<file path="src/hw/rtl/sem_pkg.sv">
// Shared constants and controller/datapath interface types for the Sobel edge block.
`default_nettype none
package sem_pkg;
	localparam int MAX_WIDTH_DEF = 1024;
	localparam int MAX_HEIGHT = 4096;
	localparam int FRAME_WIDTH_RESET = 640;
	localparam int FRAME_HEIGHT_RESET = 480;
	localparam int PIX_MAX = 255;
	localparam int CFG_W = 13;
	localparam int ROOT_W = 17;

	localparam logic REG_FRAME_WIDTH = 1'b0;
	localparam logic REG_FRAME_HEIGHT = 1'b1;

	typedef struct packed {
		logic capture;
		logic update;
		logic square;
		logic root_step;
		logic load_out;
	} cmd_t;

	typedef struct packed {
		logic skip;
		logic emit;
		logic root_last;
		logic out_free;
	} sts_t;
endpackage
`default_nettype wire

</file>
<file path="src/hw/rtl/sem_ctrl.sv">
// Sequencer that steps one request through capture, read, window update, square, root and output load.
`default_nettype none
module sem_ctrl (
	input  wire logic          clk,
	input  wire logic          arst_n,
	input  wire logic          in_valid,
	output logic               in_stall,
	input  wire sem_pkg::sts_t sts,
	output sem_pkg::cmd_t      cmd
);
	import sem_pkg::*;

	localparam logic [2:0] ST_IDLE = 3'd0;
	localparam logic [2:0] ST_READ = 3'd1;
	localparam logic [2:0] ST_UPD  = 3'd2;
	localparam logic [2:0] ST_SQR  = 3'd3;
	localparam logic [2:0] ST_ROOT = 3'd4;
	localparam logic [2:0] ST_HOLD = 3'd5;

	logic [2:0] state_q, state_d;

	assign in_stall = (state_q != ST_IDLE);

	always_comb begin
		state_d = state_q;
		cmd = '0;
		case (state_q)
			ST_IDLE: begin
				if (in_valid) begin
					cmd.capture = 1'b1;
					state_d = ST_READ;
				end
			end
			ST_READ: begin
				state_d = sts.skip ? ST_IDLE : ST_UPD;
			end
			ST_UPD: begin
				cmd.update = 1'b1;
				state_d = sts.emit ? ST_SQR : ST_IDLE;
			end
			ST_SQR: begin
				cmd.square = 1'b1;
				state_d = ST_ROOT;
			end
			ST_ROOT: begin
				cmd.root_step = 1'b1;
				if (sts.root_last)
					state_d = ST_HOLD;
			end
			ST_HOLD: begin
				if (sts.out_free) begin
					cmd.load_out = 1'b1;
					state_d = ST_IDLE;
				end
			end
			default: state_d = ST_IDLE;
		endcase
	end

	always_ff @(posedge clk or negedge arst_n) begin
		if (!arst_n)
			state_q <= ST_IDLE;
		else
			state_q <= state_d;
	end
endmodule
`default_nettype wire

</file>
<file path="config.mk">
export PLATFORM = sky130hd
export DESIGN_NAME = sem_ctrl
export DESIGN_NICKNAME = d
export VERILOG_FILES = /design/src/hw/rtl/sem_pkg.sv /design/src/hw/rtl/sem_ctrl.sv
export SDC_FILE = /design/constraint.sdc
export NUM_CORES = 1
export LEC_CHECK = 0
export BUFFER_PORTS_ARGS = -buffer_cell sky130_fd_sc_hd__buf_2
export CORE_AREA = 8 8 45 47
export CTS_CLUSTER_DIAMETER = 50
export CTS_CLUSTER_SIZE = 8
export DETAILED_ROUTE_END_ITERATION = 10
export DIE_AREA = 0 0 53 55
export SYNTH_ARGS = -nofsm -noshare
export SYNTH_HDL_FRONTEND = slang
export SYNTH_SLANG_ARGS = --single-unit
</file>
<file path="constraint.sdc">
create_clock -name clk -period 2.4 [get_ports clk]
set_clock_uncertainty 0.15 [all_clocks]
set_input_delay 0.24 -clock clk [delete_from_list [all_inputs] [get_ports clk]]
set_output_delay 0.24 -clock clk [all_outputs]
set_load 0.1 [all_outputs]
</file>
==> results of run 1 <==
## cells in the mapped netlist (all sizes together)
cell / number
a21oi: 2
and3b: 1
buf: 1
dfrtp: 3
inv: 1
mux2i: 1
nand2: 2
nand2b: 1
nand3b: 2
nor2: 4
nor3b: 1
o21a: 1
o22ai: 1
or2: 1
or2b: 1
or3: 1
## tightest hold or removal path, stage by stage
cell and delay, ns:
buf_2 0.08, nor2_1 0.03, nand2_1 0.05, a21oi_1 0.06
## layer usage
metal | vias to the layer above | global-route usage [%] | part of all wire [%]
li1 | 112 | - | -
met1 | 93 | 3.35 | 40
met2 | 10 | 4.30 | 42
met4 | 0 | 9.05 | 2.5
met5 | - | 0 | 0
met3 | 2 | 2.41 | 15
## path summary, 6_finish.rpt
kind                            start  depth (start not counted)  slack (ns)          to
min in group asynchronous      arst_n                          2        0.18  state_q[0]
hold reg to reg            state_q[2]                          1        0.42  state_q[1]
setup / recovery           state_q[0]                          3        0.38      cmd[4]
max in group asynchronous      arst_n                          2        1.81  state_q[2]
hold / removal                 sts[3]                          4        0.12  state_q[1]
setup reg to reg           state_q[0]                          2        1.20  state_q[2]
## cell type report
type	instances	area, um2	share of cell area (%)
Tap cell	16	20.0	6.11
Multi-Input combinational cell	19	133	40.5
Timing Repair Buffer	13	70.1	21.4
Sequential cell	3	75.1	22.9
Inverter	1	3.75	1.15
Clock buffer	4	26.3	8.02
## per-stage QoR
stage                     util, %  area [um2]
after floorplan                 -         223
after global placement       21.1         292
after detailed placement     21.1         292
after CTS                    23.7         328
after global routing         23.7         328
final                        23.7         328
## cells in the final DEF, fill, tap and decap left out, drive strengths merged
master / instances
o21a: 1
nor2: 4
dfrtp: 3
o22ai: 1
buf: 12
clkbuf: 4
nor3b: 1
nand2: 2
dlygate4sd3: 1
or2: 1
or2b: 1
nand2b: 1
nand3b: 2
and3b: 1
inv: 1
a21oi: 2
mux2i: 1
or3: 1
## cells by family (layout without fill, tap and decap cells)
kind of cell / after synthesis / after routing / synth area share (%)
and+or+nand+nor: 14 / 14 / 40.2
AOI/OAI and AO/OA: 4 / 4 / 13.8
DFF: 3 / 3 / 34.5
buffers and inverters: 2 / 18 / 6.89
muxes: 1 / 1 / 4.60
==> metrics.txt, run 1 <==
status finished, final reports clean; fin cells 56; Starting Density 15.7%; CTS Buffer Depth 2; I/O pins 13; critical path arrival 1.63 ns; post-CTS setup buffers 0; Mean Syn Cell Area 9.07 um2; Die Span X ~53 um; fmax 0.496 GHz; CTS Buf Count 3; DR iter-0 viols 3; vias in the first global route 210; H-Tree Depth 1; Yosys top cell by area dfrtp_1; first-pass GRT wire length 752 um; Tcrit/Tclk final between 80% and 90%; critical path endpoint category output pin; Total Routing Usage GR 4.05%; register with the most flip-flops state_q; Crit Path Category reg -> out; core area 0.00138 mm2; max_slew headroom between 60 and 70%; largest net degree at the start of global routing 11; biggest regs state_q: 3 flops; port bufs 12; DRC viols 0; Fin. Hold Viols 0; CP Launch Type flip-flop; Chip Height between 50 and 60 um; Post-Place Cells 51; Via density 3.88; Mapped Cells 24; total grt overflow 0; Yosys reg bits 3; top-area cell type share of the netlist area 34.5%; clk root buf clkbuf_4; CP Buf/Inv Count 1; total negative setup slack 0 ns; CP max stage delay ~0.47 ns; Worst-Margin Slew 0.488 ns; Worst EP required 2.01 ns; DR WL/cell roughly 10 um; max-cap viol count 0; min Tclk post-route 2.02 ns; routed vias 217; Netlist cell types 17; CP Max Fanout 10; synthesized net count 31; Area growth syn-to-layout 50.6%; CP max-delay cell dfrtp_1; Clock transition at path regs 0.04 ns; ant diodes 0; Post-CTS Hold Fix Bufs 1; Pre-antenna DRT Iters 3; fill cell count 168; mapped cell area 218 um2; final setup violation count 0; CP Cell Sequence or3_4 > nor2_2 > buf_2; Seq/Total Area, Yosys ~34%; # resized after CTS 0; worst slack at placement 0.619 ns; final worst setup slack ~0.38 ns; CTS tree built; unrepaired setup endpoints after global routing false; fin. max-slew vios 0; Sink Count 3; Routability Congestion between 0.7 and 0.8; Top delay family on crit path simple AND/OR/NAND/NOR gates; post-layout net count 48; HP Class in -> reg; post-route ant nets 0; share of cells above drive strength 1 a little under half; num rows 14; final hold slack 0.117 ns; synth warn 0; Routed Wire Length 564 um; Die ar. 0.00292 mm2; clk_lat worst skew roughly 0.23 ns; top cells by area, synth dfrtp_1 34%, nand3b_1 6.9%, o22ai_2 5.7%; initial antenna violation count 0; max reg flops 3
Power of run 1 is left out: the tool's default activity adds up to more than one toggle a clock period on the data nets, which glitch-free logic cannot reach.
==> run 2: changes to the inputs <==
==> constraint.sdc (replaced) <==
create_clock -name clk -period 1.7 [get_ports clk]
set_clock_uncertainty 0.15 [all_clocks]
set_input_delay 0.17 -clock clk [delete_from_list [all_inputs] [get_ports clk]]
set_output_delay 0.17 -clock clk [all_outputs]
set_load 0.1 [all_outputs]
==> run 2 against run 1 <==
Compared with the run above: global-route usage increased by 0.27 points; final area increased by 33%; final cell count increased by 1.8%; core utilization increased by 7.9 points; worst setup slack got worse by 0.35 ns; critical path depth unchanged; sequential share of layout area decreased by 5.1 points; critical path type unchanged; critical endpoint unchanged; largest cell class is now non-clock buffers.
==> metrics.txt, run 2 (same netlist as run 1, synthesis figures left out) <==
max reg flops 3 (unchanged); CTS tree built; register area 77.6 um2 (+3.3%); Routed Wire Length 561 um (-0.53%); Crit. Startpoint state_q[1]; most frequent cells in the layout 6 x buf_2, 5 x buf_12, 3 x clkbuf_4; status finished, final reports clean; port bufs 12 (unchanged); Die Span X 53 um (unchanged); Starting Density 15.7% (unchanged); min Tclk post-route 1.67 ns; CP Max Fanout 8 (-2); DRC viols 0 (unchanged); fin. max-slew vios 0 (unchanged); ant diodes 0 (unchanged); Final Cell Area 437 um2 (+33%); critical path endpoint category output pin; DR iter-0 viols 2 (-1); H-Tree Depth 1 (unchanged); I/O pins 13 (unchanged); Area growth syn-to-layout 101%; DR WL/cell 9.84 um (-2.3%); num rows 14 (unchanged); Worst Hold Depth 4 (unchanged); Layout Utilization 31.6% (+7.9 points); largest net degree at the start of global routing 10 (-1); register with the most flip-flops state_q; Routability Congestion 0.629 (-11%); total grt overflow 0 (unchanged); Clock transition at path regs 0.04 ns (about the same); routed vias 218 (+0.46%); initial antenna violation count 0 (unchanged); CTS Buf Count 3 (unchanged); reg-to-reg slack, setup 0.42 ns (-0.78 ns); DP Wirelength 472 um; biggest regs state_q: 3 flops; first-pass GRT wire length 855 um (+14%); most common cell after layout, fill and taps aside buf_2; fill cell count 151 (-10%); post-route ant nets 0 (unchanged); Chip Height 55 um (unchanged); fmax 0.600 GHz; worst r2r src state_q[0]; clk_lat worst skew 0.23 ns (about the same); Fin. Hold Viols 0 (unchanged); core area 0.00138 mm2 (unchanged); worst slack at placement 0.243 ns (-0.377 ns); Sink Count 3 (unchanged); post-layout net count 49 (+2.1%); Crit Reg-Reg Endpoint state_q[2]; CTS Buffer Depth 2 (unchanged); Worst R2R Path Depth 3 (+1); max_slew headroom 81.6% (+14 points); Total Routing Usage GR 4.32% (+0.27 points); Crit Path Category reg -> out; Die ar. 0.00292 mm2 (unchanged); Via density 3.82 (-1.3%); vias in the first global route 210 (unchanged); Multi-input gate area 154 um2 (+16%); post-CTS setup buffers 0 (unchanged); Post-DP Area 395 um2 (+36%); final setup violation count 0 (unchanged); Worst EP required 1.38 ns (-0.63 ns); Pre-antenna DRT Iters 3 (unchanged); share of cells above drive strength 1 58.5% (+11 points); CP Launch Type flip-flop; Worst-Margin Slew 0.279 ns (-0.209 ns); Worst Hold End state_q[1]; unrepaired setup endpoints after global routing false; Tcrit/Tclk final 98.0%; final worst setup slack 0.0346 ns (-0.348 ns); hold_sp sts[3]; HP Class in -> reg; max-cap viol count 0 (unchanged); clk root buf clkbuf_4; critical path arrival 1.35 ns (-0.28 ns)
[run 2: cell count changes in the layout (fill, tap and decap cells not counted), sizes merged]
cell  delta
buf      +1
[run 2: worst max-delay path, cell delays in order, from the launching register on]
cell     delay (ns)
dfrtp_2        0.43
or3_4          0.39
nor2_4         0.11
buf_12         0.18
[run 2: how the worst max path moves through the flow]
| stage | to | cells past startpoint |
|---|---|---|
| global route | cmd[4] | 3 |
| floorplan | cmd[4] | 3 |
| finish | cmd[4] | 3 |
| detailed placement | in_stall | 2 |
| CTS | cmd[4] | 3 |
| global placement | in_stall | 2 |
[run 2: final cells by class]
class | count | area share [%]
Multi-Input combinational cell | 19 | 35.2
Clock buffer | 4 | 6.02
Sequential cell | 3 | 17.8
Inverter | 1 | 0.860
Timing Repair Buffer | 14 | 35.5
Tap cell | 16 | 4.58
[run 2: per-stage QoR]
stage               setup TNS, ns  instances  hold WS (ns)
floorplan                  -0.305         24        -0.276
global placement                0         52        -0.185
detailed placement              0         52        -0.182
CTS                             0         57        0.0405
global route                    0         57        0.0721
finish                          0         57        0.0550
[run 2: metal layers]
layer	up-vias	share of wire [%]	global-route usage (%)
li1	116	-	-
met5	-	0	0
met3	0	15	2.94
met2	10	42	4.88
met4	0	0	5.17
met1	92	42	4.72
[run 2: timing repair]
| item | in CTS | in global routing |
|---|---|---|
| endpoints found under the hold margin | 3 | 0 |
| hold buffers | 1 | 0 |
| setup endpoints to repair | 2 | 1 |
| gates resized for setup | 2 | 1 |
Power of run 2 is left out for the same reason.
